===== config.mk =====
export PLATFORM = sky130hd
export DESIGN_NAME = acd_ram
export DESIGN_NICKNAME = d
export VERILOG_FILES = /design/src/hdl/acd_ram.sv
export SDC_FILE = /design/constraint.sdc
export NUM_CORES = 1
export LEC_CHECK = 0
export BUFFER_PORTS_ARGS = -buffer_cell sky130_fd_sc_hd__buf_2
export CORE_UTILIZATION = 40
export CTS_CLUSTER_SIZE = 40
export DETAILED_ROUTE_END_ITERATION = 10
export SKIP_LAST_GASP = 1
export SLEW_MARGIN = 25
export SYNTH_ARGS = -nofsm -noshare
export SYNTH_HDL_FRONTEND = slang
export SYNTH_SLANG_ARGS = --single-unit

===== constraint.sdc =====
create_clock -name clk -period 2.51 [get_ports clk]
set_clock_uncertainty 0.1 [all_clocks]
set_input_delay 0.251 -clock clk [delete_from_list [all_inputs] [get_ports clk]]
set_output_delay 0.251 -clock clk [all_outputs]
set_load 0.02 [all_outputs]

===== src/hdl/acd_ram.sv =====
module acd_ram #(
  parameter int WIDTH = 8,
  parameter int DEPTH = 16,
  localparam int AW = $clog2(DEPTH)
) (
  input  logic             clk,
  input  logic             we,
  input  logic [AW-1:0]    waddr,
  input  logic [WIDTH-1:0] wdata,
  input  logic [AW-1:0]    raddr,
  output logic [WIDTH-1:0] rdata
);

  logic [WIDTH-1:0] mem [DEPTH];

  always_ff @(posedge clk) begin
    if (we) begin
      mem[waddr] <= wdata;
    end
    rdata <= mem[raddr];
  end

endmodule


==> results.cfg, run 1 <==
[run_status]
status = completed

[timing]
grt_setup_unrepaired = no
fin_tns_setup_ns = 0
finalCritPeriodShare = 0.625
maxSlewHeadroom = 0.511
fmax_mhz = 637
finalHoldViolations = 0
timing.final.crit_period_ns = 1.57
slew_violations = 0
setup_viol = 0
worst_slew_pin_slew_ns = 0.732

[grt]
grt_pass1_vias = 2323
antenna_found_initial = 0
grt-ovfl-total = 0
grt_pass1_wl_mm = 14.0
grt_max_degree = 25
grtUsageTotal = 0.154

[floorplanning]
die-area_sq_um = 13300
die_w_microns = 115
die_h_microns = 115
core_area_sq_um = 12600
initial_core_util = 0.410
row_count = 41
ios = 26

[route]
first_pass_iters = 4
drc = 0
routedWlPerCell_microns = 19.4
viasPerCell = 5.04
drt-total-wl_mm = 9.07
antenna_left = 0
vias = 2356
drt_iter0_drc = 197

[placement]
hpwl_mm = 6.02
postPlaceCellArea_sq_um = 5560
place.gp.congestion = 0.677
dp_cells = 435
io_buffers = 25

[finish]
layout.nets = 300
final_area_sq_um = 6210
layout-drive-gt1-share = 0.312
layout_commonest_cell = edfxtp_1
layout_common_cells = edfxtp_1, buf_2, mux4_2, buf_4, clkbuf_16
insertedDiodeCount = 0
post-route-util = 0.494
fin_cells = 467
syn_to_final_growth_pct = 20.7

[clock_network]
tritoncts = done
htree_levels = 4
clkSlewWorstSetupHoldPaths_ns = 0.06
clock-root-buffer = clkbuf_16
post_cts_buffers = 0
clockBufferDepth = 2
cts_resized = 0
ctsHoldBuffers = 0
clk_latency_ns = 0.41
clock-sinks = 136
numCtsBuffers = 17

[critical_path]
endpoint_kind = register
path_class = input port to register
worst_ep_required_time_ns = 2.70
cp.arrival_ns = 1.76
cp-start-kind = input port
worstPathMaxFanout = 24

[power]
seqPwrFrac = 0.462
ir_drop_uv = 499
cellPowerDensity_nw_per_um2 = 889
p_switching_mw = 1.03
power.internal_mw = 4.49
swShare = 0.187
p_comb_frac = 0.044
p_leak_nw = 2.11
p_clk_frac = 0.494

[logic_synthesis]
synth_nets = 247
synth_area_leaders = edfxtp_1, mux4_2, mux4_1
netlist_area_sq_um = 5150
yosysSeqAreaShare = 0.778
ys_ff_latch = 136
synth_area_per_cell_sq_um = 22.5
syn_inst = 229
yosys.area.top_type = edfxtp_1
yosysWarnings = 0
netlist.area_leader.share = 0.747
netlist-cell-type-count = 19

[hold_path]
hp-class = input port to register

[flow_run]
maxCapViolCount = 0
Yosys cell counts (all sizes together):
master and instances:
nor2 13, or3b 1, buf 7, clkdlybuf4s25 3, nand3b 2, mux4 32, nand2 9, nand2b 2
nor2b 1, nand3 1, nor3 4, dfxtp 8, edfxtp 128, and2 1, and2b 1, a22oi 16
sequential cells by signal (all words and copies together) (netlist names):
register and flops:
rdata 8, mem 128
metrics by stage:
step | hold WS (ns) | total power, mW | setup WS [ns]
CTS | 0.114 | 5.57 | 0.938
global route | 0.127 | 5.70 | 0.825
global placement | 0.536 | 2.84 | 0.511
floorplan | 0.250 | 2.74 | 0.666
finish | 0.125 | 5.52 | 0.941
detailed placement | 0.552 | 2.85 | 0.502
power groups by stage:
stage,Combinational [mW],Sequential (mW),Clock (mW)
2_1_floorplan,0.129,2.62,0
3_3_place_gp,0.241,2.60,0
3_5_place_dp,0.245,2.60,0
4_1_cts,0.246,2.55,2.77
5_1_grt,0.265,2.56,2.88
6_report,0.241,2.55,2.73
critical path: stages:
cell	delay, ns
buf_2	0.28
buf_12	0.26
mux4_1	0.57
a22oi_1	0.28
nand2_1	0.09
final cells by class:
class / instances / area, sq um
Fill cell: 1001 / 6350
Sequential cell: 136 / 4000
Clock buffer: 18 / 429
Timing Repair Buffer: 44 / 280
Tap cell: 172 / 215
Clock inverter: 14 / 229
Multi-Input combinational cell: 83 / 1060
path summary, 6_finish.rpt:
path	from	end	slack (ns)	cells after the start
min reg2reg	mem[14][4]	rdata[4]	0.57	3
max	raddr[0]	rdata[5]	0.94	5
max reg2reg	mem[2][5]	rdata[5]	1.06	3
min	wdata[4]	mem[15][4]	0.12	1
cells by family after synthesis:
logic type	after synthesis	synth area share
buf+inv	10	0.0168
flops	136	0.778
mux	32	0.150
simple gates	35	0.0318
compound gates	16	0.0233
layer usage:
layer	GRT usage	vias up	wire length, microns
met4	0.0831	0	183
met1	0.201	1205	4100
li1	-	1081	-
met3	0.0413	15	359
met5	0	-	0
met2	0.238	55	4430
No activity file was read; power rests on OpenSTA's default activity.
==> run 2: changes to the inputs <==
ABC_AREA = 1   (was default)
clock period = 1.4 ns   (was 2.51 ns; I/O delays follow)
==> run 2 against run 1 <==
Critical path depth decreased by 4. Power grew 78%. Synthesized area increased by 12%. Final area is 10% higher. Largest cell class unchanged.
==> results.cfg, run 2 <==
[run_status]
status = completed

[critical_path]
cp_top_family = flip-flops
r2r_end = rdata[0]
crit_slowest_cell = dfxtp_1
rrSetupSlack_ns = 0.30
r2r_cells = 6
path_class = register to output pin
worstPathMaxFanout = 1
endpoint_kind = output pin
timing.rr.start = mem[1][0]
crit_chain = buf_2
cp.arrival_ns = 0.94
slowest_delay_ns = 0.35
cp-start-kind = register
path_buf_inv = 1
worst_ep_required_time_ns = 1.16

[logic_synthesis]
synth_flop_cell = edfxtp_1
netlist-cell-type-count = 12
yosysSeqAreaShare = 0.694
yosysWarnings = 0
async_reset_ff_frac = 0
ys_top_cells_by_count = nand2_1, edfxtp_1, inv_1
synth_edf_count = 128
syn_inst = 551
yosysMostFrequentCell = nand2_1
synth_area_per_cell_sq_um = 10.5
netlist_area_sq_um = 5770
synth_nets = 569
synth_area_leaders = edfxtp_1, nand2_1, nand3_1
ys_ff_latch = 136
netlist.area_leader.share = 0.667
yosys.area.top_type = edfxtp_1

[route]
first_pass_iters = 6
routedWlPerCell_microns = 16.5
vias = 3815
antenna_left = 0
drt_iter0_drc = 265
viasPerCell = 4.82
drc = 0
drt-total-wl_mm = 13.1

[grt]
grt_pass1_vias = 3819
antenna_found_initial = 0
grt-ovfl-total = 0
grt_max_degree = 65
grtUsageTotal = 0.197
grt_pass1_wl_mm = 21.0

[finish]
fin_cells = 792
post-route-util = 0.489
fillers = 1262
layout_common_cells = nand2_1, edfxtp_1, inv_1
syn_to_final_growth_pct = 18.6
insertedDiodeCount = 0
final_area_sq_um = 6840
top_regs = mem x128, rdata x8
layout-drive-gt1-share = 0.134
layout.nets = 617
layout_commonest_cell = nand2_1
largest_register_ffs = 128
regMostFlops = mem

[timing]
final.setup.worst_slack_ns = 0.216
whs_ns = 0.0338
timing.final.crit_period_ns = 1.18
finalCritPeriodShare = 0.846
finalHoldViolations = 0
slew_violations = 0
maxSlewHeadroom = 0.731
worst_slew_pin_slew_ns = 0.403
fmax_mhz = 844
fin_tns_setup_ns = 0
setup_viol = 0
grt_setup_unrepaired = no

[clock_network]
htree_levels = 4
post_cts_buffers = 0
cts_resized = 0
numCtsBuffers = 17
clock-root-buffer = clkbuf_16
clkSlewWorstSetupHoldPaths_ns = 0.05
tritoncts = done
clock-sinks = 136
clockBufferDepth = 2
clk_latency_ns = 0.41

[floorplanning]
die_w_microns = 122
initial_core_util = 0.412
row_count = 43
ios = 26
core_area_sq_um = 14000
die-area_sq_um = 14900
die_h_microns = 122

[placement]
io_buffers = 25
hpwl_mm = 8.20
postPlaceCellArea_sq_um = 6220
dp_cells = 759
place_ws_ns = 0.0736
place.gp.congestion = 0.783

[power]
p_total_mw = 9.82
cellPowerDensity_nw_per_um2 = 1440
p_leak_nw = 2.98
ir_drop_uv = 670

[hold_path]
whs_path_depth = 4
hp-class = input port to register
whs_endpoint = rdata[3]
hp-start = raddr[2]

[flow_run]
maxCapViolCount = 0
[run 2: cell count changes in the layout (fill, tap and decap cells not counted), moves of 3 or more]
cell      previous run  this run
a22oi_1             16         0
mux4_1              14         0
nand2_1              9       173
mux4_2              18         0
nand3_1              1        97
buf_12               1         5
nor2_1              13        17
buf_4               18        22
clkbuf_1             1         4
nor3_1               4         0
inv_1                0       100
[run 2: cells by family after synthesis]
kind of cell,count (synthesis),synth area share
flops,136,0.694
buf+inv,126,0.0952
simple gates,289,0.210
[run 2: worst min-delay path, delay by kind of cell]
kind                   cells  cell delay (ns)
and+or+nand+nor            3             0.22
buffers and inverters      1             0.15
[run 2: report_power, final]
| group | switching (mW) | internal, mW | total [mW] |
|---|---|---|---|
| sequential | 0.0295 | 4.55 | 4.58 |
| combinational | 0.425 | 0.189 | 0.615 |
| clock | 1.56 | 3.06 | 4.62 |
[run 2: worst max-delay path by stage]
| stage | start | end | slack [ns] | cells after the start |
|---|---|---|---|---|
| finish | rdata[4] | rdata[4] | 0.22 | 1 |
| floorplan | waddr[2] | mem[10][0] | 0.21 | 2 |
| CTS | rdata[7] | rdata[7] | 0.20 | 1 |
| detailed placement | raddr[0] | rdata[5] | 0.07 | 7 |
| global placement | raddr[0] | rdata[5] | 0.09 | 7 |
| global route | rdata[5] | rdata[5] | 0.17 | 1 |
[run 2: routing by layer]
metal | wire, microns | up-vias | GRT usage
li1 | - | 1869 | -
met1 | 5870 | 1805 | 0.263
met2 | 6250 | 126 | 0.310
met3 | 718 | 15 | 0.0506
met4 | 257 | 0 | 0.0694
met5 | 0 | - | 0
[run 2: cell type report]
class	count	area [sq um]	area share
Sequential cell	136	4000	0.585
Multi-Input combinational cell	289	1210	0.177
Tap cell	180	225	0.0329
Timing Repair Buffer	53	400	0.0585
Inverter	102	383	0.0560
Clock buffer	23	468	0.0684
Clock inverter	9	148	0.0216
[run 2: timing repair]
action / CTS / global route
hold buffers: 1 / 0
hold endpoints to repair: 5 / 0
endpoints found under the setup margin: 0 / 0
