`src/hdl/acd_div.sv`:
```
module acd_div #(
  parameter int W = 8,
  localparam int CNTW = $clog2(W + 1)
) (
  input  logic         clk,
  input  logic         rst,
  input  logic         start,
  input  logic [W-1:0] dividend,
  input  logic [W-1:0] divisor,
  output logic         done,
  output logic [W-1:0] quotient
);

  logic          busy;
  logic [CNTW-1:0] cnt;
  logic [W:0]    rem;
  logic [W-1:0]  dsr;
  logic [W:0]    shifted;
  logic          fits;

  assign shifted = {rem[W-1:0], quotient[W-1]};
  assign fits = shifted >= {1'b0, dsr};

  always_ff @(posedge clk) begin
    if (rst) begin
      busy <= 1'b0;
      done <= 1'b0;
      cnt  <= '0;
    end else begin
      done <= 1'b0;
      if (start) begin
        busy     <= 1'b1;
        cnt      <= CNTW'(W);
        rem      <= '0;
        quotient <= dividend;
        dsr      <= divisor;
      end else if (busy) begin
        rem      <= fits ? (shifted - {1'b0, dsr}) : shifted;
        quotient <= {quotient[W-2:0], fits};
        cnt      <= cnt - 1'b1;
        if (cnt == CNTW'(1)) begin
          busy <= 1'b0;
          done <= 1'b1;
        end
      end
    end
  end

endmodule

```
`config.mk`:
```
export PLATFORM = sky130hd
export DESIGN_NAME = acd_div
export DESIGN_NICKNAME = d
export VERILOG_FILES = /design/src/hdl/acd_div.sv
export SDC_FILE = /design/constraint.sdc
export NUM_CORES = 1
export LEC_CHECK = 0
export BUFFER_PORTS_ARGS = -buffer_cell sky130_fd_sc_hd__buf_2
export CORE_ASPECT_RATIO = 0.5
export CORE_MARGIN = 1.5
export CORE_UTILIZATION = 50
export DETAILED_ROUTE_END_ITERATION = 12
export HOLD_SLACK_MARGIN = 0.06
export PLACE_DENSITY = 0.76
export SLEW_MARGIN = 30
export SYNTH_ARGS = -nofsm -noshare
export SYNTH_HDL_FRONTEND = slang
export SYNTH_SLANG_ARGS = --single-unit
```
`constraint.sdc`:
```
create_clock -name clk -period 5.05 [get_ports clk]
set_input_delay 1.01 -clock clk [delete_from_list [all_inputs] [get_ports clk]]
set_output_delay 1.01 -clock clk [all_outputs]
set_load 0.01 [all_outputs]
```
==> metrics.txt, run 1 <==
Max Freq 0.465 GHz; register area share after synthesis 49.3%; DRC 0; total CTS buffers 5; clock transition at the registers of the reported paths 0.06 ns; top sig layer met4; post-DP HPWL 2350 um; Routed WL 3280 um; async set-or-reset flop fraction in the synthesized netlist 0%; diode count 0; Post-CTS Setup Inserts 0; Final #Nets 205; max-slew violations 0; clk buf depth 2; Syn Nets 173; CP max FO 8; Vias 1218; IO Port Bufs 27; area grow syn2layout 17.5%; critical path launch point type flop; sum of negative setup slack 0 ns; worst path arrival time 2.16 ns; YS warnings 0; DIE WIDTH 85.6 um; die height 44.3 um; Setup violations, final 0; antenna violations before repair 0; CTS root buf clkbuf_8; storage element area 841 um^2; Synth Cell Area 1710 um^2; top-area cell type share of the netlist area 42.2%; CP Capture Type flop; post-route ant nets 0; # hold bufs at CTS 0; slew margin rel. 56.5%; met1 WL 1530 um; CTS sink count 30; post-CTS sizing 0; Placement Cell Area 1870 um^2; Fin. Hold Viols 0; final global-route overflow total 0; vias in the first global route 1194; layout cell share with drive strength beyond 1 30.7%; P_leak 0.796 nW; Clock Latency Late Sink 0.27 ns; Total Power 0.000734 W; die area 3790 um^2; Peak VDD IR 0.308 mV; synth unique cells 45; Max stage delay on crit path 0.40 ns; clk_skew 0.00603 ns; CP cell instances ha_1 > a21o_2 > a211oi_4 > nand2_1 > mux2_2; EDFF count, synth 24; leading register cell type out of synthesis edfxtp_1; CTS tree yes; fill count 235; # H-tree levels 2; Seq cells post-synth 30; largest net degree at the start of global routing 25; RSZ-0062 raised after global routing no; routed length on met2 1600 um; TritonRoute pass-1 iters 5; initial core utilization 54.7%; fin area 2010 um^2; Layout Utilization 64.3%; routed len/inst 15.2 um; IO Pins 28; Critical-path top delay cell edfxtp_1; Place WS 2.66 ns; worst slew pin tran 0.650 ns; Syn Area/Cell 11.9 um^2; 1st-iter DRT viols 93; top area cells in the synthesized netlist edfxtp_1 42%, ha_1 7.3%, dfxtp_1 7.0%; RD Place Congestion 0.796; Crit Path Category reg -> reg; Setup WS post-layout 2.90 ns; Max-Cap Viols 0; GRT Resource Usage Total 19.3%; vias per cell 5.64; worst hold path type reg -> reg; post-route clock period utilization 42.6%; first-pass GRT wire length 5580 um; fin crit period 2.15 ns; Gate Count Post-Synth 143; Worst Path Required 5.06 ns; core area 3120 um^2; # rows 14; status finished, final reports clean; multi-input logic area 795 um^2; wire length on met3 136 um; P per Cell Area 366 nW/um^2; cell accounting for the most synthesized area edfxtp_1
==> layout make-up <==
type	instances	area share, %
Multi-Input combinational cell	98	39.6
Clock inverter	3	3.18
Tap cell	40	2.50
Timing Repair Buffer	28	7.11
Clock buffer	5	3.43
Sequential cell	30	41.9
Inverter	12	2.25
==> synth_stat cells (2+ instances only) <==
cell type / instances
a211o_1: 2
a211oi_1: 2
a21oi_1: 8
buf_6: 2
dfxtp_1: 6
edfxtp_1: 24
ha_1: 10
inv_1: 12
mux2_2: 8
nand2_1: 4
nand3_1: 6
nor2_1: 7
nor2b_1: 4
nor3_1: 6
nor3b_1: 2
nor4b_1: 2
o21a_1: 3
o21ai_0: 6
xnor2_1: 2
xor2_1: 2
==> state kept, by name, summed over array words and instances, names as in the netlist <==
signal and flops:
quotient 8, rem 8, done 1, busy 1, dsr 8, cnt 4
==> layer usage <==
layer | vias to the layer above | global-route usage (%)
li1 | 606 | -
met5 | - | 0
met4 | 0 | 5.48
met2 | 29 | 34.0
met1 | 581 | 24.8
met3 | 2 | 3.92
==> final timing paths <==
path,endpoint,start,slack (ns),cells past startpoint
min reg2reg,cnt[1],cnt[1],0.52,2
min,cnt[1],cnt[1],0.52,2
max,quotient[0],rem[5],2.90,5
max reg2reg,quotient[0],rem[5],2.90,5
==> worst max-delay path: cells and delay by family (launching register included) <==
family                     cells  cell delay [ns]
AOI/OAI and AO/OA              2             0.62
DFF                            1             0.40
adders and majority gates      1             0.40
muxes                          1             0.30
and+or+nand+nor                1             0.17
==> through the flow <==
step / hold slack, ns / instances
after floorplan: 0.477 / 143
after global placement: 0.494 / 208
after detailed placement: 0.507 / 208
after CTS: 0.518 / 216
after global routing: 0.595 / 216
final: 0.520 / 216
==> cell usage in the layout, fill, tap and decap left out, types with 2 or more instances in the layout <==
master     netlist  routed
nor2_1           7       7
buf_2            0      27
inv_1           12      12
dfxtp_1          6       6
a211o_1          2       2
nor2b_1          4       4
ha_1            10      10
o21a_1           3       3
mux2_2           8       8
clkbuf_8         0       5
nor3b_1          2       2
o21ai_0          6       6
nor4b_1          2       2
bufinv_16        0       2
a211oi_1         2       2
edfxtp_1        24      24
xnor2_1          2       2
nand2_1          4       4
a21oi_1          8       8
nor3_1           6       6
xor2_1           2       2
nand3_1          6       6
==> where the power goes <==
group | internal (W) | leakage (nW) | switching (W) | total [W]
Combinational | 0.0000677 | 0.452 | 0.0000840 | 0.000152
Sequential | 0.000290 | 0.279 | 0.0000108 | 0.000301
Clock | 0.000195 | 0.0658 | 0.0000856 | 0.000281
Total | 0.000553 | 0.796 | 0.000180 | 0.000734
==> cell families (layout without fill, tap and decap cells) <==
family	count (synthesis)	in the layout	share of synthesized area, %
mux	8	8	5.28
simple gates	38	38	12.7
flops	30	30	49.3
compound gates	37	37	18.0
buf+inv	15	48	4.18
xor+xnor	4	4	2.05
fa+ha+maj	11	11	8.50
No activity file was read; power rests on OpenSTA's default activity.
==> inputs of run 2 (changes only) <==
- PLACE_DENSITY: 0.76 -> 0.79
- clock period: 5.05 -> 1.7 ns (I/O delays scaled with it)
==> metrics.txt, run 2 (synthesized netlist as in run 1, its figures left out) <==
status complete, but fails checks; failing checks setup timing; RD Place Congestion 0.836; dpl cells 227; Peak VDD IR 0.649 mV; area grow syn2layout 47.5%; Routed WL 5230 um; Final #Nets 236; DRC 0; critical path launch point type flop; 1st-iter DRT viols 99; GRT Resource Usage Total 26.8%; most frequent cells in the layout 27 x buf_2, 26 x buf_4, 24 x edfxtp_1; die area 3790 um^2; total CTS buffers 5; vias per cell 6.21; CTS root buf clkbuf_8; worst slew pin tran 0.508 ns; slew margin rel. 66.1%; largest net degree at the start of global routing 25; Crit Path Category reg -> reg; clock transition at the registers of the reported paths 0.07 ns; Clock Latency Late Sink 0.29 ns; worst hold path type in -> reg; first-pass GRT wire length 7330 um; IO Pins 28; CP Buf/Inv Count 3; Total Power 0.00249 W; fin crit period 2.11 ns; RSZ-0062 raised after global routing yes; final global-route overflow total 0; antenna violations before repair 0; P_leak 0.980 nW; layout cell share with drive strength beyond 1 57.0%; Max stage delay on crit path 0.41 ns; commonest non-fill, non-tap cell in the layout buf_2; crit-path leading delay family compound AO/OA/AOI/OAI gates; Setup WS post-layout -0.410 ns; post-DP HPWL 2640 um; P per Cell Area 989 nW/um^2; Fin. Hold Viols 0; # rows 14; max-slew violations 0; Max Freq 0.474 GHz; fill count 161; largest registers dsr (8), quotient (8), rem (8); # H-tree levels 2; Setup violations, final 9; routed len/inst 21.2 um; clk buf depth 2; Max-Cap Viols 0; Worst Path Required 1.81 ns; core area 3120 um^2; vias in the first global route 1449; post-route ant nets 0; CTS tree yes; CP max FO 3; TritonRoute pass-1 iters 5; CP cell instances inv_2 > ha_4 > nor2b_4 > o31ai_4 > buf_4 > buf_6 > a31oi_1 > o32a_1 > nor3_2; clk_skew 0.00779 ns; post-route insts no fill 247; Vias 1534; post-route clock period utilization 124%; die height 44.3 um; CP Capture Type flop; CTS sink count 30; worst path arrival time 2.22 ns; Critical-path top delay cell edfxtp_1; IO Port Bufs 27; # hold bufs at CTS 0; DIE WIDTH 85.6 um; diode count 0; initial core utilization 54.7%
-- run 2: cell types whose count changed in the layout (fill, tap and decap cells not counted), moves of 3 or more --
cell / previous run / this run
ha_4: 0 / 7
inv_1: 12 / 9
o21ai_0: 6 / 3
buf_6: 0 / 5
buf_4: 1 / 26
ha_1: 10 / 3
nor3_2: 1 / 4
nand3_2: 0 / 3
nand3_1: 6 / 2
nor3_1: 6 / 3
-- run 2: area by class of cell --
cell class              instances  area [um^2]  area share [%]
multi-input cells              99         1060            42.1
flip-flops and latches         30          841            33.4
repair buffers                 58          387            15.4
clock buffers                   8          133            5.27
well taps                      40         50.0            1.99
inverters                      12         47.5            1.89
-- run 2: repair_timing --
item,CTS,global route
buffers inserted,8,4
pin swaps,8,10
gates resized for setup,22,14
setup endpoints to repair,9,9
cloned,1,0
-- run 2: worst reg2reg max path: stages, from the launching register on --
cell and delay (ns):
edfxtp_1 0.41, inv_2 0.09, ha_4 0.20, nor2b_4 0.14, o31ai_4 0.25, buf_4 0.19, buf_6 0.10, a31oi_1 0.07
o32a_1 0.32, nor3_2 0.16
-- run 2: metrics by stage --
stage | setup WS, ns | hold WS, ns | util [%] | setup TNS (ns) | area, um^2
2_1_floorplan | -0.214 | 0.412 | - | -0.830 | 1780
3_3_place_gp | -0.231 | 0.495 | 67.1 | -1.61 | 2090
3_5_place_dp | -0.272 | 0.515 | 67.1 | -1.96 | 2090
4_1_cts | -0.269 | 0.227 | 78.0 | -1.94 | 2430
5_1_grt | -0.469 | 0.221 | 80.7 | -3.36 | 2520
6_report | -0.410 | 0.226 | 80.7 | -2.93 | 2520
-- run 2: metal layers --
| metal | track usage (%) | vias to the layer above | routed length, um |
|---|---|---|---|
| li1 | - | 671 | - |
| met1 | 35.1 | 737 | 2190 |
| met2 | 45.0 | 101 | 2520 |
| met3 | 7.46 | 25 | 349 |
| met4 | 7.10 | 0 | 170 |
| met5 | 0 | - | 0 |
-- run 2: final timing paths --
| check | startpoint | end | slack [ns] | depth (start not counted) |
|---|---|---|---|---|
| min reg2reg | cnt[1] | cnt[1] | 0.53 | 2 |
| min | divisor[1] | dsr[1] | 0.23 | 1 |
| max | dsr[1] | rem[7] | -0.41 | 9 |
| max reg2reg | dsr[1] | rem[7] | -0.41 | 9 |
-- run 2: report_power, final --
group	total (W)	switching (W)	internal, W
Sequential	0.000910	0.0000467	0.000863
Clock	0.000794	0.000287	0.000507
Combinational	0.000787	0.000398	0.000388
Total	0.00249	0.000732	0.00176
