--- src/hdl/acd_pkg.sv ---
package acd_pkg;

  localparam int STAMP_BITS = 48;
  localparam int CAP_BITS = 7;
  localparam int CAP_RESET = 4 * 10;
  localparam int NUM_TRACK = 5;

  typedef enum logic [2:0] {
    LIST_FREE = 3'd0,
    LIST_T1   = 3'd1,
    LIST_T2   = 3'd2,
    LIST_B1   = 3'd3,
    LIST_B2   = 3'd4
  } list_t;

  typedef enum logic [2:0] {
    OUTCOME_MISS     = 3'd0,
    OUTCOME_T1_HIT   = 3'd1,
    OUTCOME_T2_HIT   = 3'd2,
    OUTCOME_B1_GHOST = 3'd3,
    OUTCOME_B2_GHOST = 3'd4
  } outcome_t;

  typedef enum logic [3:0] {
    ST_CLEAR,
    ST_IDLE,
    ST_SCAN,
    ST_DIV,
    ST_DECIDE,
    ST_DEMOTE,
    ST_SCAN_ANY,
    ST_INSERT,
    ST_RESULT
  } state_t;

  typedef struct packed {
    logic  hit_found;
    logic  free_found;
    list_t hit_list;
  } scan_flags_t;

endpackage

--- src/hdl/acd_scan.sv ---
module acd_scan #(
  parameter int SLOTS = 128,
  parameter int KEY_BITS = 32,
  localparam int SW = $clog2(SLOTS)
) (
  input  logic                                        clk,
  input  logic                                        rst,
  input  logic                                        start,
  input  logic [KEY_BITS-1:0]                         key,
  output logic [SW-1:0]                               rd_addr,
  input  acd_pkg::list_t                              rd_list,
  input  logic [KEY_BITS-1:0]                         rd_key,
  input  logic [acd_pkg::STAMP_BITS-1:0]              rd_stamp,
  output logic                                        done,
  output acd_pkg::scan_flags_t                        flags,
  output logic [SW-1:0]                               hit_idx,
  output logic [SW-1:0]                               free_idx,
  output logic [acd_pkg::NUM_TRACK-1:0]               lru_found,
  output logic [acd_pkg::NUM_TRACK-1:0][SW-1:0]       lru_idx,
  output logic [acd_pkg::NUM_TRACK-1:0][KEY_BITS-1:0] lru_key,
  output acd_pkg::list_t                              any_list
);

  logic                                              busy;
  logic [SW:0]                                       cnt;
  logic                                              issue;
  logic                                              pv;
  logic [SW-1:0]                                     pidx;
  logic                                              last;
  logic [acd_pkg::NUM_TRACK-1:0]                     member;
  logic [acd_pkg::NUM_TRACK-1:0][acd_pkg::STAMP_BITS-1:0] lru_stamp;

  assign issue = busy && (cnt < (SW + 1)'(SLOTS));
  assign rd_addr = cnt[SW-1:0];
  assign last = pv && (pidx == SW'(SLOTS - 1));

  always_comb begin
    for (int j = 0; j < acd_pkg::NUM_TRACK; j++) begin
      if (j == 0) begin
        member[j] = rd_list != acd_pkg::LIST_FREE;
      end else begin
        member[j] = rd_list == acd_pkg::list_t'(3'(j));
      end
    end
  end

  always_ff @(posedge clk) begin
    if (rst) begin
      busy             <= 1'b0;
      cnt              <= '0;
      pv               <= 1'b0;
      done             <= 1'b0;
      flags.hit_found  <= 1'b0;
      flags.free_found <= 1'b0;
      lru_found        <= '0;
    end else begin
      done <= last;
      if (start) begin
        busy             <= 1'b1;
        cnt              <= '0;
        pv               <= 1'b0;
        flags.hit_found  <= 1'b0;
        flags.free_found <= 1'b0;
        lru_found        <= '0;
      end else begin
        pv   <= issue;
        pidx <= cnt[SW-1:0];
        if (issue) begin
          cnt <= cnt + 1'b1;
        end
        if (last) begin
          busy <= 1'b0;
        end
        if (pv) begin
          if (!flags.hit_found && member[0] && rd_key == key) begin
            flags.hit_found <= 1'b1;
            flags.hit_list  <= rd_list;
            hit_idx         <= pidx;
          end
          if (!flags.free_found && !member[0]) begin
            flags.free_found <= 1'b1;
            free_idx         <= pidx;
          end
          for (int j = 0; j < acd_pkg::NUM_TRACK; j++) begin
            if (member[j] && (!lru_found[j] || rd_stamp < lru_stamp[j])) begin
              lru_found[j] <= 1'b1;
              lru_idx[j]   <= pidx;
              lru_key[j]   <= rd_key;
              lru_stamp[j] <= rd_stamp;
              if (j == 0) begin
                any_list <= rd_list;
              end
            end
          end
        end
      end
    end
  end

endmodule

--- config.mk ---
export PLATFORM = sky130hd
export DESIGN_NAME = acd_scan
export DESIGN_NICKNAME = d
export VERILOG_FILES = /design/src/hdl/acd_pkg.sv /design/src/hdl/acd_scan.sv
export SDC_FILE = /design/constraint.sdc
export NUM_CORES = 1
export LEC_CHECK = 0
export BUFFER_PORTS_ARGS = -buffer_cell sky130_fd_sc_hd__buf_2
export CAP_MARGIN = 20
export CORE_MARGIN = 2
export CORE_UTILIZATION = 54
export CTS_CLUSTER_SIZE = 8
export DETAILED_ROUTE_END_ITERATION = 12
export MAX_ROUTING_LAYER = met4
export PLACE_DENSITY = 0.77
export SLEW_MARGIN = 10
export SYNTH_ARGS = -nofsm -noshare
export SYNTH_HDL_FRONTEND = slang
export SYNTH_SLANG_ARGS = --single-unit
export TNS_END_PERCENT = 50
--- constraint.sdc ---
create_clock -name clk -period 35.3 [get_ports clk]
set_clock_uncertainty 0.05 [all_clocks]
set_input_delay 7.06 -clock clk [delete_from_list [all_inputs] [get_ports clk]]
set_output_delay 7.06 -clock clk [all_outputs]
set_load 0.005 [all_outputs]
==> results of run 1 <==
==> routing by layer <==
layer | GRT usage (%) | share of wire (%) | vias to the layer above
met5 | - | 0 | -
met4 | 13.0 | 4.4 | 0
met3 | 7.58 | 8.3 | 111
met2 | 43.6 | 49 | 545
met1 | 30.6 | 38 | 6401
li1 | - | - | 6069
==> kinds of logic after synthesis <==
| group | synth area share [%] |
|---|---|
| xor gates and xnor gates | 1.60 |
| AOI/OAI and AO/OA | 5.92 |
| muxes | 0.0480 |
| adders and majority gates | 14.2 |
| and+or+nand+nor | 5.45 |
| DFF | 68.2 |
| buffers and inverters | 4.62 |
==> critical path, delay by kind of cell <==
family	cells	cell delay (ps)
adder cells (fa/ha/maj)	1	310
buffers and inverters	2	1090
AND/OR/NAND/NOR	1	150
AO/OA/AOI/OAI	4	1860
==> cell usage in the layout (no fill, tap or decap), types with 3 or more instances in the layout <==
cell type / instances
a2111oi_0: 6
or4_1: 4
dfxtp_1: 18
xnor2_1: 17
nor4_1: 6
nand4_1: 38
ha_1: 236
buf_4: 8
nand2b_1: 6
buf_2: 347
and3_1: 5
a221oi_1: 6
o211ai_1: 3
edfxtp_1: 462
a31oi_1: 7
o21ai_0: 25
inv_1: 240
a221o_1: 4
o31ai_1: 3
and4_1: 6
xor2_1: 21
nor2b_1: 4
o21a_1: 3
nand2_1: 55
nor3_1: 11
a21o_1: 30
nor2_1: 43
clkbuf_1: 18
clkbuf_16: 70
a211oi_1: 13
a21oi_1: 78
nand3_1: 29
==> worst max path at each step <==
stage | from | end | slack (ps) | depth (start not counted)
after floorplan | rd_stamp[6] | lru_idx[10]$_DFFE_PP_ | 18000 | 6
after global placement | rd_stamp[1] | lru_key[144]$_DFFE_PP_ | 24260 | 8
after detailed placement | rd_stamp[1] | lru_idx[29]$_DFFE_PP_ | 24170 | 8
after CTS | rd_stamp[1] | lru_key[141]$_DFFE_PP_ | 24790 | 8
after global routing | start | lru_key[79]$_DFFE_PP_ | 24510 | 8
final | rd_stamp[1] | lru_key[79]$_DFFE_PP_ | 24870 | 8
==> power by group through the flow <==
stage	Clock [mW]	Sequential [mW]	Combinational (mW)
floorplan	0	0.639	0.0254
global placement	0	0.639	0.0527
detailed placement	0	0.639	0.0555
CTS	0.599	0.628	0.0564
global route	0.620	0.628	0.0631
finish	0.592	0.628	0.0565
==> sequential cells by signal (all words and copies together) (netlist names) <==
name	count
cnt	8
hit_idx	7
busy	1
free_idx	7
pv	1
lru_idx	35
flags	5
pidx	7
lru_found	5
any_list	3
lru_key	160
lru_stamp	240
done	1
==> cell type report <==
class                           instances  share of cell area (%)
Tap cell                              518                    2.57
Antenna cell                            2                  0.0198
Clock inverter                          7                   0.431
Timing Repair Buffer                  356                    7.22
Inverter                              240                    3.57
Sequential cell                       480                    56.3
Multi-Input combinational cell        692                    22.6
Clock buffer                           88                    7.20
==> metrics by stage <==
stage	util (%)	setup WS [ps]	hold slack, ps
CTS	65.7	24790	463
detailed placement	60.7	24170	428
floorplan	-	18000	387
global route	65.8	24510	477
global placement	60.7	24260	405
finish	65.8	24870	468
==> summary.md, run 1 <==
| Metric | Value |
|---|---|
| Largest area contributor in the synthesized netlist | `edfxtp_1` |
| Area share of the largest cell type after synthesis | `66.5%` |
| Slew Limit Fails | `0` |
| Worst endpoint required time | `35430 ps` |
| Crit. End Element | `flop` |
| Die Height | `201 µm` |
| Hold Crit Class | `reg2reg` |
| IO Port Bufs | `347` |
| EDFF count, synth | `462` |
| Global-route wire length before repair | `78.7 mm` |
| Number of I/O pins | `348` |
| Min-delay src | `busy$_SDFFE_PP0P_` |
| Hold depth | `2` |
| Area of the mapped netlist | `20900 µm²` |
| Slew HR | `29.4%` |
| R2R cell count | `8` |
| Die area | `40200 µm²` |
| Setup-failing EPs final | `0` |
| Final worst path period share | `29.6%` |
| Ys async rst share | `0%` |
| Worst slew pin tran | `1060 ps` |
| Fillers | `2713` |
| Drt initial violations | `930` |
| Worst EP arrival | `10560 ps` |
| H-tree depth | `3` |
| RSZ-0062 raised after global routing | `false` |
| Vias in the first global route | `13662` |
| Num CTS Buffers | `70` |
| Seq cells post-synth | `480` |
| Clock share of power | `46.3%` |
| Clock transition at the registers of the reported paths | `50 ps` |
| Worst-case clock buffer depth | `3` |
| Setup TNS | `0 ps` |
| Core area | `38400 µm²` |
| TritonCTS clock tree | `yes` |
| VDD IR max | `47.6 µV` |
| Worst R2R Start | `lru_stamp[97]$_DFFE_PP_` |
| Setup Crit Path Kind | `in2reg` |
| FF-to-FF setup slack | `31200 ps` |
| Placed instance count | `2284` |
| Worst setup SP type | `input pin` |
| Post-DP Area | `23300 µm²` |
| Hold Path Sink | `busy$_SDFFE_PP0P_` |
| Crit-path cells | `buf_2 -> ha_1 -> a2111oi_0 -> nor4_1 -> o21ai_0 -> o211ai_1 -> a211oi_4 -> buf_4` |
| Initial antenna violation count | `3` |
| Setup bufs post-CTS | `0` |
| Multi-input gate area | `5720 µm²` |
| Fraction of layout cells with a size suffix above 1 | `23.9%` |
| Max incr delay on CP | `920 ps` |
| Die Width | `201 µm` |
| DR WL/cell | `21.9 µm` |
| Syn Inst Count | `1422` |
| Pint | `1.01 mW` |
| Worst-path fanout max | `71` |
| Total power | `1.28 mW` |
| Hpwl dp | `35.7 mm` |
| Slowest CP cell | `buf_4` |
| Top cells by area, synth | `edfxtp_1 66%, ha_1 14%, inv_1 4.3%` |
| Achievable Freq | `95.8 MHz` |
| Syn Area/Cell | `14.7 µm²` |
| Synthesis Warnings | `0` |
| Layout Cells excl Fill | `2383` |
| Sw frac | `21.1%` |
| Reg area | `14200 µm²` |
| Crit path time final | `10430 ps` |
| Most frequent cells after synthesis | `462 x edfxtp_1, 240 x inv_1, 236 x ha_1, 78 x a21oi_1, 55 x nand2_1` |
| Reg-to-Reg End | `lru_key[79]$_DFFE_PP_` |
| Worst skew pair latency | `590 ps` |
| Pwr dens | `50.5 nW/µm²` |
| ANT nets after route | `0` |
| Post-route design area | `25300 µm²` |
| Cell row count | `72` |
| Max cap viols | `0` |
| Largest net degree at the start of global routing | `72` |
| Nets | `2194` |
| Initial Util | `54.4%` |
| Comb pwr share | `4.4%` |
| DR DRC count | `0` |
| Vias per cell | `5.51` |
| Outcome | `finished, final reports clean` |
| Top FF cell, synth | `edfxtp_1` |
| Pre-Repair DR Iteration Count | `5` |
| Grt ovf | `0` |
| Synth Net Count | `1776` |
| Routed vias | `13126` |
| GRT Resource Usage Total | `26.8%` |
| Post_cts resized | `0` |
| Routed WL | `52.1 mm` |
| Post-synthesis sequential area ratio | `68.2%` |
| CTS Root Buffer Type | `clkbuf_16` |
| Final Hold Fails | `0` |
| Cell variety after synth | `52` |
| Hold Buf Count CTS | `0` |
| Clk sinks | `480` |
| Sequential share of power | `49.2%` |
| Synthesis-to-finish area growth | `21.1%` |
| Sw Pwr | `269 µW` |
| P_leak | `10.7 nW` |
| Count leader, synth | `edfxtp_1` |
| RePlAce Congestion | `0.887` |
(Power assumes the default switching activity.)
==> inputs of run 2 (changes only) <==
--- a/config.mk
+++ b/config.mk
@@ -8,11 +8,11 @@
 export BUFFER_PORTS_ARGS = -buffer_cell sky130_fd_sc_hd__buf_2
 export CAP_MARGIN = 20
 export CORE_MARGIN = 2
-export CORE_UTILIZATION = 54
+export CORE_UTILIZATION = 51
 export CTS_CLUSTER_SIZE = 8
 export DETAILED_ROUTE_END_ITERATION = 12
 export MAX_ROUTING_LAYER = met4
-export PLACE_DENSITY = 0.77
+export PLACE_DENSITY = 0.76
 export SLEW_MARGIN = 10
 export SYNTH_ARGS = -nofsm -noshare
 export SYNTH_HDL_FRONTEND = slang
==> constraint.sdc (replaced) <==
create_clock -name clk -period 9.32 [get_ports clk]
set_clock_uncertainty 0.05 [all_clocks]
set_input_delay 1.864 -clock clk [delete_from_list [all_inputs] [get_ports clk]]
set_output_delay 1.864 -clock clk [all_outputs]
set_load 0.005 [all_outputs]
==> run 2 against run 1 <==
Against the previous run: first-iteration DRC count fell by 13%; global-route usage fell by 1.7 points; via count fell by 1.0%; routed wire length fell by 2.4%; clock-buffer cell count did not move; sequential share of layout area fell by 0.078 points; hold slack got worse by 36 ps; register-to-register slack got worse by 26000 ps; combinational power rose to 3.8 times the previous value; largest cell class unchanged.
==> summary.md, run 2 (synthesis results as in run 1) <==
| Metric | Value |
|---|---|
| Outcome | `finished, final reports clean` |
| Post-DP Area | `23300 µm²` |
| Vias in the first global route | `13834` |
| Global-route wire length before repair | `77.3 mm` |
| Die Height | `206 µm` |
| Nets | `2195` |
| CTS Root Buffer Type | `clkbuf_16` |
| Clk sinks | `480` |
| Num CTS Buffers | `70` |
| H-tree depth | `3` |
| Hold Crit Class | `reg2reg` |
| Largest net degree at the start of global routing | `62` |
| Wire length on met3 | `4.54 mm` |
| Core area | `40600 µm²` |
| Worst EP arrival | `5500 ps` |
| Register with the most flip-flops | `lru_stamp` |
| Max cap viols | `0` |
| Largest register FFs | `240` |
| Most common cell after layout, fill and taps aside | `edfxtp_1` |
| Worst slew pin tran | `999 ps` |
| Setup ws final | `3970 ps` |
| Worst setup SP type | `input pin` |
| Fillers | `2898` |
| Setup Crit Path Kind | `in2reg` |
| Worst-case clock buffer depth | `3` |
| Pre-Repair DR Iteration Count | `5` |
| Commonest non-fill, non-tap cells in the layout | `462 x edfxtp_1, 347 x buf_2, 240 x inv_1, 236 x ha_1, 78 x a21oi_1` |
| Fin util | `62.2%` |
| Total power | `4.86 mW` |
| Worst-path fanout max | `42` |
| DR DRC count | `0` |
| Met2 wire len | `25.3 mm` |
| Grt ovf | `0` |
| Hold Buf Count CTS | `0` |
| Routed vias | `12993` |
| Slew Limit Fails | `0` |
| Achievable Freq | `187 MHz` |
| Setup TNS | `0 ps` |
| Post-route design area | `25300 µm²` |
| Number of I/O pins | `348` |
| P_leak | `10.7 nW` |
| Die area | `42500 µm²` |
| Final Hold Fails | `0` |
| Setup bufs post-CTS | `0` |
| Crit path time final | `5350 ps` |
| Top Layer Used | `met4` |
| Crit. End Element | `flop` |
| Biggest regs | `lru_stamp x240, lru_key x160, lru_idx x35` |
| Vias per cell | `5.41` |
| IO Port Bufs | `347` |
| ANT nets after route | `0` |
| Die Width | `206 µm` |
| Metal-1 WL | `19.5 mm` |
| Clock transition at the registers of the reported paths | `40 ps` |
| Final worst path period share | `57.4%` |
| Worst endpoint required time | `9470 ps` |
| Fraction of layout cells with a size suffix above 1 | `24.0%` |
| TritonCTS clock tree | `yes` |
| R2R cell count | `9` |
| Cell row count | `74` |
| Dpl ws | `3420 ps` |
| Hold depth | `2` |
| GRT Resource Usage Total | `25.1%` |
| Synthesis-to-finish area growth | `21.2%` |
| DR WL/cell | `21.2 µm` |
| Pwr dens | `192 nW/µm²` |
| Initial antenna violation count | `6` |
| VDD IR max | `222 µV` |
| Worst skew pair latency | `580 ps` |
| Initial Util | `51.3%` |
| Hpwl dp | `35.4 mm` |
| RSZ-0062 raised after global routing | `false` |
| Setup-failing EPs final | `0` |
| Routed WL | `50.9 mm` |
| Slew HR | `33.2%` |
| Drt initial violations | `805` |
| Post_cts resized | `0` |
| RePlAce Congestion | `0.869` |
==> run 2: worst paths after layout <==
kind,startpoint,to,slack [ps]
max,rd_stamp[1],lru_key[10]$_DFFE_PP_,3970
min,cnt[7]$_SDFFE_PN0P_,cnt[7]$_SDFFE_PN0P_,430
max reg2reg,lru_stamp[1]$_DFFE_PP_,lru_key[10]$_DFFE_PP_,5120
min reg2reg,cnt[7]$_SDFFE_PN0P_,cnt[7]$_SDFFE_PN0P_,430
==> run 2: per-layer routing <==
| layer | GRT usage, % | vias to the layer above |
|---|---|---|
| met2 | 41.4 | 500 |
| li1 | - | 6083 |
| met3 | 8.40 | 87 |
| met5 | - | - |
| met1 | 28.5 | 6323 |
| met4 | 9.21 | 0 |
==> run 2: cell type report <==
| class | instances | area, µm² | area share [%] |
|---|---|---|---|
| sequential | 480 | 14200 | 56.3 |
| timing repair buffer | 357 | 1810 | 7.16 |
| inverter | 240 | 901 | 3.56 |
| clock buffer | 88 | 1840 | 7.28 |
| multi-input combinational | 692 | 5730 | 22.6 |
| tap | 532 | 666 | 2.63 |
| antenna | 6 | 15.0 | 0.0594 |
| clock inverter | 7 | 98.8 | 0.391 |
==> run 2: where the power goes <==
part	switching, mW	leakage [nW]	internal (mW)
sequential	0.00476	4.31	2.37
combinational	0.135	5.50	0.0777
clock	0.885	0.942	1.38
==> run 2: critical path, stage by stage <==
cell and delay, ps:
buf_2 160, ha_1 310, a2111oi_0 490, o41ai_1 250, a211oi_1 460, o31ai_1 240
a41oi_4 450, buf_4 570, buf_4 600
==> run 2: per-stage QoR <==
stage	hold WS, ps	instances
2_1_floorplan	387	1422
3_3_place_gp	403	2300
3_5_place_dp	417	2300
4_1_cts	443	2395
5_1_grt	468	2402
6_report	432	2402
